[config.mk]
export PLATFORM = sky130hd
export DESIGN_NAME = serial_bootloader_command_engine
export DESIGN_NICKNAME = d
export VERILOG_FILES = /design/src/rtl/core/sbce_pkg.sv /design/src/rtl/core/sbce_out_queue.sv /design/src/rtl/core/serial_bootloader_command_engine.sv
export SDC_FILE = /design/constraint.sdc
export NUM_CORES = 2
export LEC_CHECK = 0
export BUFFER_PORTS_ARGS = -buffer_cell sky130_fd_sc_hd__buf_2
export CAP_MARGIN = 20
export CORE_ASPECT_RATIO = 0.7
export CORE_MARGIN = 4
export CORE_UTILIZATION = 40
export CTS_BUF_LIST = sky130_fd_sc_hd__clkbuf_4 sky130_fd_sc_hd__clkbuf_8
export DETAILED_ROUTE_END_ITERATION = 8
export GPL_TIMING_DRIVEN = 1
export PLACE_DENSITY = 0.51
export SYNTH_ARGS = -nofsm -noshare
export SYNTH_HDL_FRONTEND = slang
export SYNTH_SLANG_ARGS = --single-unit
export TNS_END_PERCENT = 20
[constraint.sdc]
create_clock -name clock -period 7.8 [get_ports clock]
set_input_delay 0.39 -clock clock [delete_from_list [all_inputs] [get_ports clock]]
set_output_delay 0.39 -clock clock [all_outputs]
set_load 0.05 [all_outputs]
[src/rtl/core/sbce_pkg.sv]
// package for the serial bootloader command engine
// holds parse states, result kinds, sizes, CSR indices and result structs; no dependencies
`default_nettype none
package sbce_pkg;
   localparam int BufferBytes    = 128;
   localparam int FlashPageBytes = 128;
   localparam int BufWords       = BufferBytes / 2;
   localparam int PageWordsN     = FlashPageBytes / 2;
   localparam int FillWords      = (PageWordsN < BufWords) ? PageWordsN : BufWords;
   localparam int BufAw          = (BufWords > 1) ? $clog2(BufWords) : 1;

   typedef enum logic [4:0] {
      ST_IDLE, ST_A_HI, ST_A_LO, ST_SKIP, ST_ERASE_ACK,
      ST_B_CHI, ST_B_CLO, ST_B_TYPE, ST_B_WHI, ST_B_WLO, ST_B_FILL_ACK, ST_B_WR_ACK,
      ST_B_EDATA, ST_B_EACK,
      ST_G_CHI, ST_G_CLO, ST_G_TYPE, ST_G_FACK, ST_G_EACK
   } parse_state_type;

   typedef enum logic [2:0] {
      KIND_TX, KIND_ERASE, KIND_FILL, KIND_PWRITE,
      KIND_EWRITE, KIND_FREAD, KIND_EREAD, KIND_JUMP
   } kind_type;

   localparam logic [1:0] CSR_SIGNATURE = 2'd0;
   localparam logic [1:0] CSR_DEVCODE   = 2'd1;
   localparam logic [1:0] CSR_APPEND    = 2'd2;

   typedef struct packed {
      logic [2:0]  kind;
      logic [15:0] addr;
      logic [15:0] pay;
   } result_type;

   // up to eight results of one item
   typedef struct packed {
      logic [3:0]       count;
      result_type [7:0] res;
   } batch_type;
endpackage
`default_nettype wire

[src/rtl/core/sbce_out_queue.sv]
// output queue: holds the results of one item and emits them one beat at a time
// depends on sbce_pkg
`default_nettype none
module sbce_out_queue
   import sbce_pkg::*;
(
   input  wire logic       clock,
   input  wire logic       reset,
   input  wire logic       load,
   input  wire batch_type  batch,
   output logic            busy,
   output logic            rsp_valid,
   input  wire logic       rsp_stall,
   output logic [2:0]      rsp_kind,
   output logic [15:0]     rsp_mem_address,
   output logic [15:0]     rsp_payload,
   output logic            rsp_last
);
   batch_type  batch_ff;
   logic [3:0] pos_ff, pos_in;
   logic       valid_ff, valid_in;

   // step through the stored results
   always_comb begin
      pos_in   = pos_ff;
      valid_in = valid_ff;
      if (valid_ff && !rsp_stall) begin
         pos_in = pos_ff + 4'd1;
         if (pos_in == batch_ff.count) valid_in = 1'b0;
      end
      if (load && batch.count != 4'd0) begin
         pos_in   = 4'd0;
         valid_in = 1'b1;
      end
   end

   always_ff @(posedge clock) begin
      if (reset) begin
         valid_ff <= 1'b0;
         pos_ff   <= 4'd0;
      end else begin
         valid_ff <= valid_in;
         pos_ff   <= pos_in;
      end
      if (load) batch_ff <= batch;
   end

   // free for a new batch once the final beat leaves
   assign busy            = valid_ff && !(rsp_last && !rsp_stall);
   assign rsp_valid       = valid_ff;
   assign rsp_kind        = batch_ff.res[pos_ff[2:0]].kind;
   assign rsp_mem_address = batch_ff.res[pos_ff[2:0]].addr;
   assign rsp_payload     = batch_ff.res[pos_ff[2:0]].pay;
   assign rsp_last        = (pos_ff + 4'd1) == batch_ff.count;
endmodule
`default_nettype wire

[src/rtl/core/serial_bootloader_command_engine.sv]
// serial bootloader command engine: parses command bytes, drives memory commands
// results of an item are registered and appear in the cycle after the beat is taken;
// one item per cycle when an item has at most one result and the output does not
// stall, else requests stall until the last result of the item leaves the output queue
// reset: synchronous, clears parser to idle, registers to defaults, page buffer valid bits to zero
// page buffer is a 64-word memory kept zero by per-word valid bits after reset
`default_nettype none
module serial_bootloader_command_engine
   import sbce_pkg::*;
(
   input  wire logic        clock,
   input  wire logic        reset,
   input  wire logic        req_valid,
   output logic             req_stall,
   input  wire logic        req_opcode,
   input  wire logic [7:0]  req_rx_byte,
   input  wire logic [15:0] req_read_data,
   input  wire logic        csr_write,
   input  wire logic [1:0]  csr_index,
   input  wire logic [23:0] csr_data,
   output logic             rsp_valid,
   input  wire logic        rsp_stall,
   output logic [2:0]       rsp_kind,
   output logic [15:0]      rsp_mem_address,
   output logic [15:0]      rsp_payload,
   output logic             rsp_last
);
   logic [23:0] sig_ff;
   logic [7:0]  dev_ff;
   logic [15:0] app_end_ff;

   parse_state_type st_ff, st_in;
   logic [15:0] wa_ff, wa_in, bc_ff, bc_in, pi_ff, pi_in, ea_ff, ea_in;
   logic [7:0]  hb_ff, hb_in;
   logic        ee_ff, ee_in;

   // page buffer memory with valid bits
   logic [15:0]         buf_mem [BufWords];
   logic [BufWords-1:0] bvalid_ff;
   logic [15:0]         rd_ff;
   logic                rd_ok_ff;
   logic [BufAw-1:0]    rd_addr;
   logic                wr_en;
   logic [BufAw-1:0]    wr_addr;
   logic [15:0]         wr_data;

   logic      busy, take, load;
   batch_type b;
   logic [15:0] fillw;

   assign req_stall = busy;
   assign take      = req_valid && !busy;
   assign load      = take;

   // registers
   always_ff @(posedge clock) begin
      if (reset) begin
         sig_ff <= 24'd1987335; dev_ff <= 8'd118; app_end_ff <= 16'd7167;
      end else if (csr_write) begin
         unique case (csr_index)
            CSR_SIGNATURE: sig_ff <= csr_data;
            CSR_DEVCODE:   dev_ff <= csr_data[7:0];
            CSR_APPEND:    app_end_ff <= csr_data[15:0];
            default: ;
         endcase
      end
   end

   // fill word read: prefetched for next fill index; written word forwarded
   assign fillw = (pi_ff < 16'(BufWords) && rd_ok_ff) ? rd_ff : 16'd0;

   always_ff @(posedge clock) begin
      if (wr_en) buf_mem[wr_addr] <= wr_data;
      rd_ff <= (wr_en && wr_addr == rd_addr) ? wr_data : buf_mem[rd_addr];
   end
   always_ff @(posedge clock) begin
      if (reset) begin
         bvalid_ff <= '0; rd_ok_ff <= 1'b0;
      end else begin
         if (wr_en) bvalid_ff[wr_addr] <= 1'b1;
         rd_ok_ff <= bvalid_ff[rd_addr] || (wr_en && wr_addr == rd_addr);
      end
   end

   function automatic result_type mk(input kind_type k, input logic [15:0] a,
                                     input logic [15:0] p);
      result_type r;
      r.kind = k; r.addr = a; r.pay = p;
      return r;
   endfunction

   // parser
   always_comb begin
      logic       wait_ack;
      logic [16:0] nxt;
      logic [15:0] cnt;
      logic [15:0] half;
      logic [15:0] pin;
      st_in = st_ff; wa_in = wa_ff; bc_in = bc_ff; pi_in = pi_ff;
      ea_in = ea_ff; hb_in = hb_ff; ee_in = ee_ff;
      b = '0;
      wr_en = 1'b0; wr_addr = pi_ff[BufAw-1:0];
      wr_data = {hb_ff, req_rx_byte};
      nxt = 17'(ea_ff) + 17'(FlashPageBytes);
      cnt = {hb_ff, req_rx_byte};
      half = bc_ff >> 1;
      pin = pi_ff + 16'd1;
      wait_ack = st_ff == ST_ERASE_ACK || st_ff == ST_B_FILL_ACK || st_ff == ST_B_WR_ACK
              || st_ff == ST_B_EACK || st_ff == ST_G_FACK || st_ff == ST_G_EACK;
      if (take && req_opcode == wait_ack) begin
         unique case (st_ff)
            ST_IDLE: begin
               unique case (req_rx_byte)
                  "P", "L": begin b.count = 4'd1; b.res[0] = mk(KIND_TX, 16'd0, 16'h0d); end
                  "a": begin b.count = 4'd1; b.res[0] = mk(KIND_TX, 16'd0, 16'h59); end
                  "A": st_in = ST_A_HI;
                  "e": begin
                     ea_in = '0; st_in = ST_ERASE_ACK;
                     b.count = 4'd1; b.res[0] = mk(KIND_ERASE, 16'd0, 16'd0);
                  end
                  "T", "x", "y": st_in = ST_SKIP;
                  "s": begin
                     b.count = 4'd3;
                     b.res[0] = mk(KIND_TX, 16'd0, {8'd0, sig_ff[23:16]});
                     b.res[1] = mk(KIND_TX, 16'd0, {8'd0, sig_ff[15:8]});
                     b.res[2] = mk(KIND_TX, 16'd0, {8'd0, sig_ff[7:0]});
                  end
                  "t": begin
                     b.count = 4'd2;
                     b.res[0] = mk(KIND_TX, 16'd0, {8'd0, dev_ff});
                     b.res[1] = mk(KIND_TX, 16'd0, 16'd0);
                  end
                  "S": begin
                     b.count = 4'd7;
                     b.res[0] = mk(KIND_TX, 16'd0, 16'h46);
                     b.res[1] = mk(KIND_TX, 16'd0, 16'h4e);
                     b.res[2] = mk(KIND_TX, 16'd0, 16'h4f);
                     b.res[3] = mk(KIND_TX, 16'd0, 16'h52);
                     b.res[4] = mk(KIND_TX, 16'd0, 16'h44);
                     b.res[5] = mk(KIND_TX, 16'd0, 16'h21);
                     b.res[6] = mk(KIND_TX, 16'd0, 16'h31);
                  end
                  "V": begin
                     b.count = 4'd2;
                     b.res[0] = mk(KIND_TX, 16'd0, 16'h32);
                     b.res[1] = mk(KIND_TX, 16'd0, 16'h33);
                  end
                  "p": begin b.count = 4'd1; b.res[0] = mk(KIND_TX, 16'd0, 16'h53); end
                  "E": begin b.count = 4'd1; b.res[0] = mk(KIND_JUMP, 16'd0, 16'd0); end
                  "b": begin
                     b.count = 4'd3;
                     b.res[0] = mk(KIND_TX, 16'd0, 16'h59);
                     b.res[1] = mk(KIND_TX, 16'd0, {8'd0, 8'(BufferBytes >> 8)});
                     b.res[2] = mk(KIND_TX, 16'd0, {8'd0, 8'(BufferBytes)});
                  end
                  "B": st_in = ST_B_CHI;
                  "g": st_in = ST_G_CHI;
                  default: begin b.count = 4'd1; b.res[0] = mk(KIND_TX, 16'd0, 16'h3f); end
               endcase
            end
            ST_A_HI: begin hb_in = req_rx_byte; st_in = ST_A_LO; end
            ST_A_LO: begin
               wa_in = cnt; st_in = ST_IDLE;
               b.count = 4'd1; b.res[0] = mk(KIND_TX, 16'd0, 16'h0d);
            end
            ST_SKIP: begin
               st_in = ST_IDLE; b.count = 4'd1; b.res[0] = mk(KIND_TX, 16'd0, 16'h0d);
            end
            ST_ERASE_ACK: begin
               b.count = 4'd1;
               if (nxt <= 17'(app_end_ff)) begin
                  ea_in = nxt[15:0]; b.res[0] = mk(KIND_ERASE, nxt[15:0], 16'd0);
               end else begin
                  st_in = ST_IDLE; b.res[0] = mk(KIND_TX, 16'd0, 16'h0d);
               end
            end
            ST_B_CHI: begin hb_in = req_rx_byte; st_in = ST_B_CLO; end
            ST_G_CHI: begin hb_in = req_rx_byte; st_in = ST_G_CLO; end
            ST_B_CLO: begin
               bc_in = cnt;
               if (cnt > 16'(BufferBytes)) begin
                  st_in = ST_IDLE; b.count = 4'd1; b.res[0] = mk(KIND_TX, 16'd0, 16'h3f);
               end else st_in = ST_B_TYPE;
            end
            ST_G_CLO: begin bc_in = cnt; st_in = ST_G_TYPE; end
            ST_B_TYPE: begin
               pi_in = '0;
               if (req_rx_byte == "F") begin
                  ee_in = 1'b0;
                  if (half == 16'd0) begin
                     st_in = ST_B_FILL_ACK; b.count = 4'd1;
                     b.res[0] = mk(KIND_FILL, 16'(wa_ff << 1),
                                   bvalid_ff[0] ? rd_ff : 16'd0);
                  end else st_in = ST_B_WHI;
               end else if (req_rx_byte == "E") begin
                  ee_in = 1'b1;
                  if (bc_ff == 16'd0) begin
                     st_in = ST_IDLE; b.count = 4'd1;
                     b.res[0] = mk(KIND_TX, 16'd0, 16'h0d);
                  end else st_in = ST_B_EDATA;
               end else begin
                  st_in = ST_IDLE; b.count = 4'd1; b.res[0] = mk(KIND_TX, 16'd0, 16'h3f);
               end
            end
            ST_B_WHI: begin hb_in = req_rx_byte; st_in = ST_B_WLO; end
            ST_B_WLO: begin
               wr_en = pi_ff < 16'(BufWords);
               if (pin >= half) begin
                  pi_in = '0; st_in = ST_B_FILL_ACK; b.count = 4'd1;
                  // word 0 may be the one just written
                  b.res[0] = mk(KIND_FILL, 16'(wa_ff << 1),
                                (pi_ff == 16'd0) ? wr_data
                                : (bvalid_ff[0] ? rd_ff : 16'd0));
               end else begin
                  pi_in = pin; st_in = ST_B_WHI;
               end
            end
            ST_B_FILL_ACK: begin
               pi_in = pin; b.count = 4'd1;
               if (pin < 16'(FillWords))
                  b.res[0] = mk(KIND_FILL, 16'((wa_ff + pin) << 1), fillw);
               else begin
                  st_in = ST_B_WR_ACK;
                  b.res[0] = mk(KIND_PWRITE, 16'(wa_ff << 1), 16'd0);
               end
            end
            ST_B_WR_ACK: begin
               wa_in = wa_ff + half; st_in = ST_IDLE;
               b.count = 4'd1; b.res[0] = mk(KIND_TX, 16'd0, 16'h0d);
            end
            ST_B_EDATA: begin
               st_in = ST_B_EACK; b.count = 4'd1;
               b.res[0] = mk(KIND_EWRITE, wa_ff, {8'd0, req_rx_byte});
            end
            ST_B_EACK: begin
               wa_in = wa_ff + 16'd1; pi_in = pin;
               if (pin < bc_ff) st_in = ST_B_EDATA;
               else begin
                  st_in = ST_IDLE; b.count = 4'd1; b.res[0] = mk(KIND_TX, 16'd0, 16'h0d);
               end
            end
            ST_G_TYPE: begin
               pi_in = '0;
               if (req_rx_byte == "F") begin
                  ee_in = 1'b0;
                  if (bc_ff == 16'd0) st_in = ST_IDLE;
                  else begin
                     st_in = ST_G_FACK; b.count = 4'd1;
                     b.res[0] = mk(KIND_FREAD, 16'(wa_ff << 1), 16'd0);
                  end
               end else if (req_rx_byte == "E") begin
                  ee_in = 1'b1;
                  if (bc_ff == 16'd0) st_in = ST_IDLE;
                  else begin
                     st_in = ST_G_EACK; b.count = 4'd1;
                     b.res[0] = mk(KIND_EREAD, wa_ff, 16'd0);
                  end
               end else begin
                  st_in = ST_IDLE; b.count = 4'd1; b.res[0] = mk(KIND_TX, 16'd0, 16'h3f);
               end
            end
            ST_G_FACK: begin
               wa_in = wa_ff + 16'd1; pi_in = pin; b.count = 4'd2;
               b.res[0] = mk(KIND_TX, 16'd0, {8'd0, req_read_data[15:8]});
               b.res[1] = mk(KIND_TX, 16'd0, {8'd0, req_read_data[7:0]});
               if (17'(pin) < ((17'(bc_ff) + 17'd1) >> 1)) begin
                  b.count = 4'd3; b.res[2] = mk(KIND_FREAD, 16'(wa_in << 1), 16'd0);
               end else st_in = ST_IDLE;
            end
            ST_G_EACK: begin
               wa_in = wa_ff + 16'd1; pi_in = pin; b.count = 4'd1;
               b.res[0] = mk(KIND_TX, 16'd0, {8'd0, req_read_data[7:0]});
               if (pin < bc_ff) begin
                  b.count = 4'd2; b.res[1] = mk(KIND_EREAD, wa_in, 16'd0);
               end else st_in = ST_IDLE;
            end
            default: st_in = ST_IDLE;
         endcase
      end
      // prefetch the fill word for the next fill index
      rd_addr = (st_in == ST_B_FILL_ACK) ? BufAw'(pi_in + 16'd1) : '0;
   end

   always_ff @(posedge clock) begin
      if (reset) begin
         st_ff <= ST_IDLE; wa_ff <= '0; bc_ff <= '0; pi_ff <= '0;
         ea_ff <= '0; hb_ff <= '0; ee_ff <= 1'b0;
      end else begin
         st_ff <= st_in; wa_ff <= wa_in; bc_ff <= bc_in; pi_ff <= pi_in;
         ea_ff <= ea_in; hb_ff <= hb_in; ee_ff <= ee_in;
      end
   end

   sbce_out_queue u_queue (
      .clock, .reset, .load, .batch(b), .busy,
      .rsp_valid, .rsp_stall, .rsp_kind, .rsp_mem_address, .rsp_payload, .rsp_last
   );
endmodule
`default_nettype wire
==> out/qor.yml <==
run_status: "finished clean"
power_mw: 14.0
clk_latency_ns: 0.97
cts_setup_buffers: 0
fin_util_pct: 46.2
power_density_nw_per_um2: 218
die_h_microns: 321
cpMaxStageDelayCell: "xor2_1"
cts_root_buffer: "clkbuf_8"
place_ws_ns: 0.975
synthesis.nets: 3689
final_common_cell: "edfxtp_1"
critPathMaxFanout: 16
grtUsageMet3_pct: 6.01
required_ns: 8.64
synth_cells: 3542
layout_common_cells: "edfxtp_1, mux4_2, nor2_1"
ys_seq_area_share_pct: 66.7
hold_path_end: "pi_ff[15]"
met2_usage_pct: 30.0
dr.pass1.iters: 9
port_buffers: 93
drt_iter0_drc: 4589
ant_nets: 0
start_kind: "flip-flop"
fp.dieArea_sq_um: 146000
route.detailed.drc: 0
place_inst: 5407
min_from: "req_opcode"
hpwl_microns: 111000
cp.arrival_ns: 7.86
crit_top_cell: "nor2_1"
min_path_cells: 5
clockBufferDepth: 3
cts_resized: 0
routedWlPerCell_microns: 29.6
synth_top_area_cell: "edfxtp_1"
synth_area_per_cell_sq_um: 15.8
hold_path.class: "input port to flip-flop"
fin_cells: 5850
cts_tree: "yes"
grt_util_met1_pct: 40.4
numClockSinks: 1306
drt-total-wl_microns: 173000
worstReg2RegEnd: "rd_ok_ff"
grt_usage_pct: 23.8
cts_buffers: 198
async_reset_ff_share_pct: 0
ir_drop_mv: 0.131
crit_chain: "nand4_2 -> nor2_1 -> nand3_1 -> xnor2_1 -> ha_1 -> a211oi_1 -> o21ai_0 -> a41o_1 -> a311o_1 -> o211a_2 -> nor2_1 -> a21boi_4 -> inv_2 -> ha_1 -> xor2_1 -> buf_4 -> nor2_1 -> a21boi_2 -> o21ai_1 -> nor3_1 -> a211oi_1 -> or4b_1 -> nand3_1"
syn_area_sq_um: 55900
drive_gt1_share_pct: 24.5
fin_crit_ns: 7.01
grt_overflow: 0
r2r_start: "pi_ff[5]"
timing.reg2reg.setup_slack_ns: 0.79
vias_per_cell: 5.80
path_buf_inv: 2
die_w_microns: 455
worstMarginPinSlew_ns: 1.09
synth_edf_count: 1112
reg2reg_depth: 23
ys.flop_type: "edfxtp_1"
final-setup-viol-count: 0
finalCritPeriodShare_pct: 89.9
clk_pin_slew_ns: 0.07
hold_buffers: 59
fin_skew_ns: 0.0836
htree_levels: 4
nFillCells: 12191
start_util_pct: 40.4
path_delay_family: "simple AND/OR/NAND/NOR gates"
io_pins: 94
syn_to_final_growth_pct: 14.5
yosysUniqueCellTypes: 88
path_class: "flip-flop to flip-flop"
vias: 33946
fin_nets: 3963
ys_top_cells_by_area: "edfxtp_1, mux4_2, dfxtp_1, nor2_1, ha_1"
power_leakage_nw: 21.6
tns_ns: 0
core_area_sq_um: 138000
grt_pass1_wl_microns: 248000
grt_pass1_vias: 32799
fmax_mhz: 143
maxSlewHeadroom_pct: 27.0
synth.top_cell.area_share_pct: 59.8
crit_path_max_incr_delay_ns: 0.63
grt_max_degree: 95
routabilityCongestion: 0.897
drv_cap: 0
grt.busiest_layer: "met1"
worst_setup_path_end_kind: "flip-flop"
yosysWarnings: 0
finalHoldViolations: 0
rsz0062_at_grt: "no"
slew_violations: 0
synth-seq-cells: 1306
row_count: 114
grt_antenna_before_repair: 15
fin_ws_ns: 0.788
==> power breakdown <==
part	switching (mW)	total, mW	internal (mW)
logic	0.331	0.431	0.100
registers	0.0227	7.60	7.58
clock network	2.80	5.92	3.12
total	3.16	14.0	10.8
==> worst max-delay path by stage <==
stage,start,cells after the start,to
6_report,pi_ff[5],23,rd_ok_ff
4_1_cts,pi_ff[5],23,rd_ok_ff
2_1_floorplan,u_queue.pos_ff[0],10,buf_mem[28][0]
5_1_grt,pi_ff[4],23,rd_ok_ff
3_5_place_dp,pi_ff[4],23,rd_ok_ff
3_3_place_gp,pi_ff[4],23,rd_ok_ff
==> metal layers <==
layer / share of wire [%] / wire length (microns)
met3: 9.6 / 16700
met4: 1.3 / 2320
met5: 0.0040 / 7
met2: 39 / 67500
met1: 50 / 86500
==> flip-flops by register name, indices dropped and copies added, names as in the netlist, named ones only <==
signal	count
rd_ok_ff	1
u_queue.batch_ff	88
wa_ff	16
u_queue.rsp_valid	1
st_ff	5
u_queue.pos_ff	4
buf_mem	1024
app_end_ff	16
bc_ff	16
pi_ff	16
ea_ff	9
sig_ff	24
hb_ff	8
bvalid_ff	64
dev_ff	8
==> worst reg2reg max path, stage by stage, from the launching register on <==
cell,delay [ns]
dfxtp_1,0.60
nand4_2,0.34
nor2_1,0.38
nand3_1,0.14
xnor2_1,0.44
ha_1,0.35
a211oi_1,0.24
o21ai_0,0.15
a41o_1,0.23
a311o_1,0.37
o211a_2,0.39
nor2_1,0.27
a21boi_4,0.09
inv_2,0.29
ha_1,0.37
xor2_1,0.63
buf_4,0.31
nor2_1,0.09
a21boi_2,0.25
o21ai_1,0.09
nor3_1,0.19
a211oi_1,0.11
or4b_1,0.54
nand3_1,0.09
==> cell families after synthesis <==
group           synth area share, %
flops                          66.7
simple gates                   7.14
mux                            14.7
xor+xnor                       1.46
buf+inv                        1.94
compound gates                 6.01
fa+ha+maj                      2.06
==> cells in the mapped netlist, types with 27 or more instances <==
master    instances
a21oi_1         157
and2_1           27
buf_1            47
clkbuf_1        139
dfxtp_1         194
edfxtp_1       1112
ha_1             89
inv_1            78
mux2i_1          51
mux4_2          341
nand2_1         239
nand3_1          83
nor2_1          310
nor3_1           44
o21a_1           71
o21ai_0          82
xnor2_1          61
xor2_1           30
==> per-stage QoR <==
stage               cell area [sq um]  hold WS [ns]
floorplan                       55900         0.431
global placement                59100         0.444
detailed placement              59200         0.447
CTS                             63800        0.0147
global route                    63900        0.0917
finish                          64000         0.124
==> layout make-up <==
| type | count | area (sq um) | area share, % |
|---|---|---|---|
| sequential | 1306 | 37300 | 58.3 |
| multi-input combinational | 1952 | 17800 | 27.8 |
| clock buffer | 268 | 3320 | 5.19 |
| tap | 1856 | 2320 | 3.63 |
| timing repair buffer | 273 | 2120 | 3.32 |
| clock inverter | 103 | 788 | 1.23 |
| inverter | 85 | 322 | 0.503 |
| antenna | 7 | 17.5 | 0.0274 |
Power figures use the tool's default switching activity.
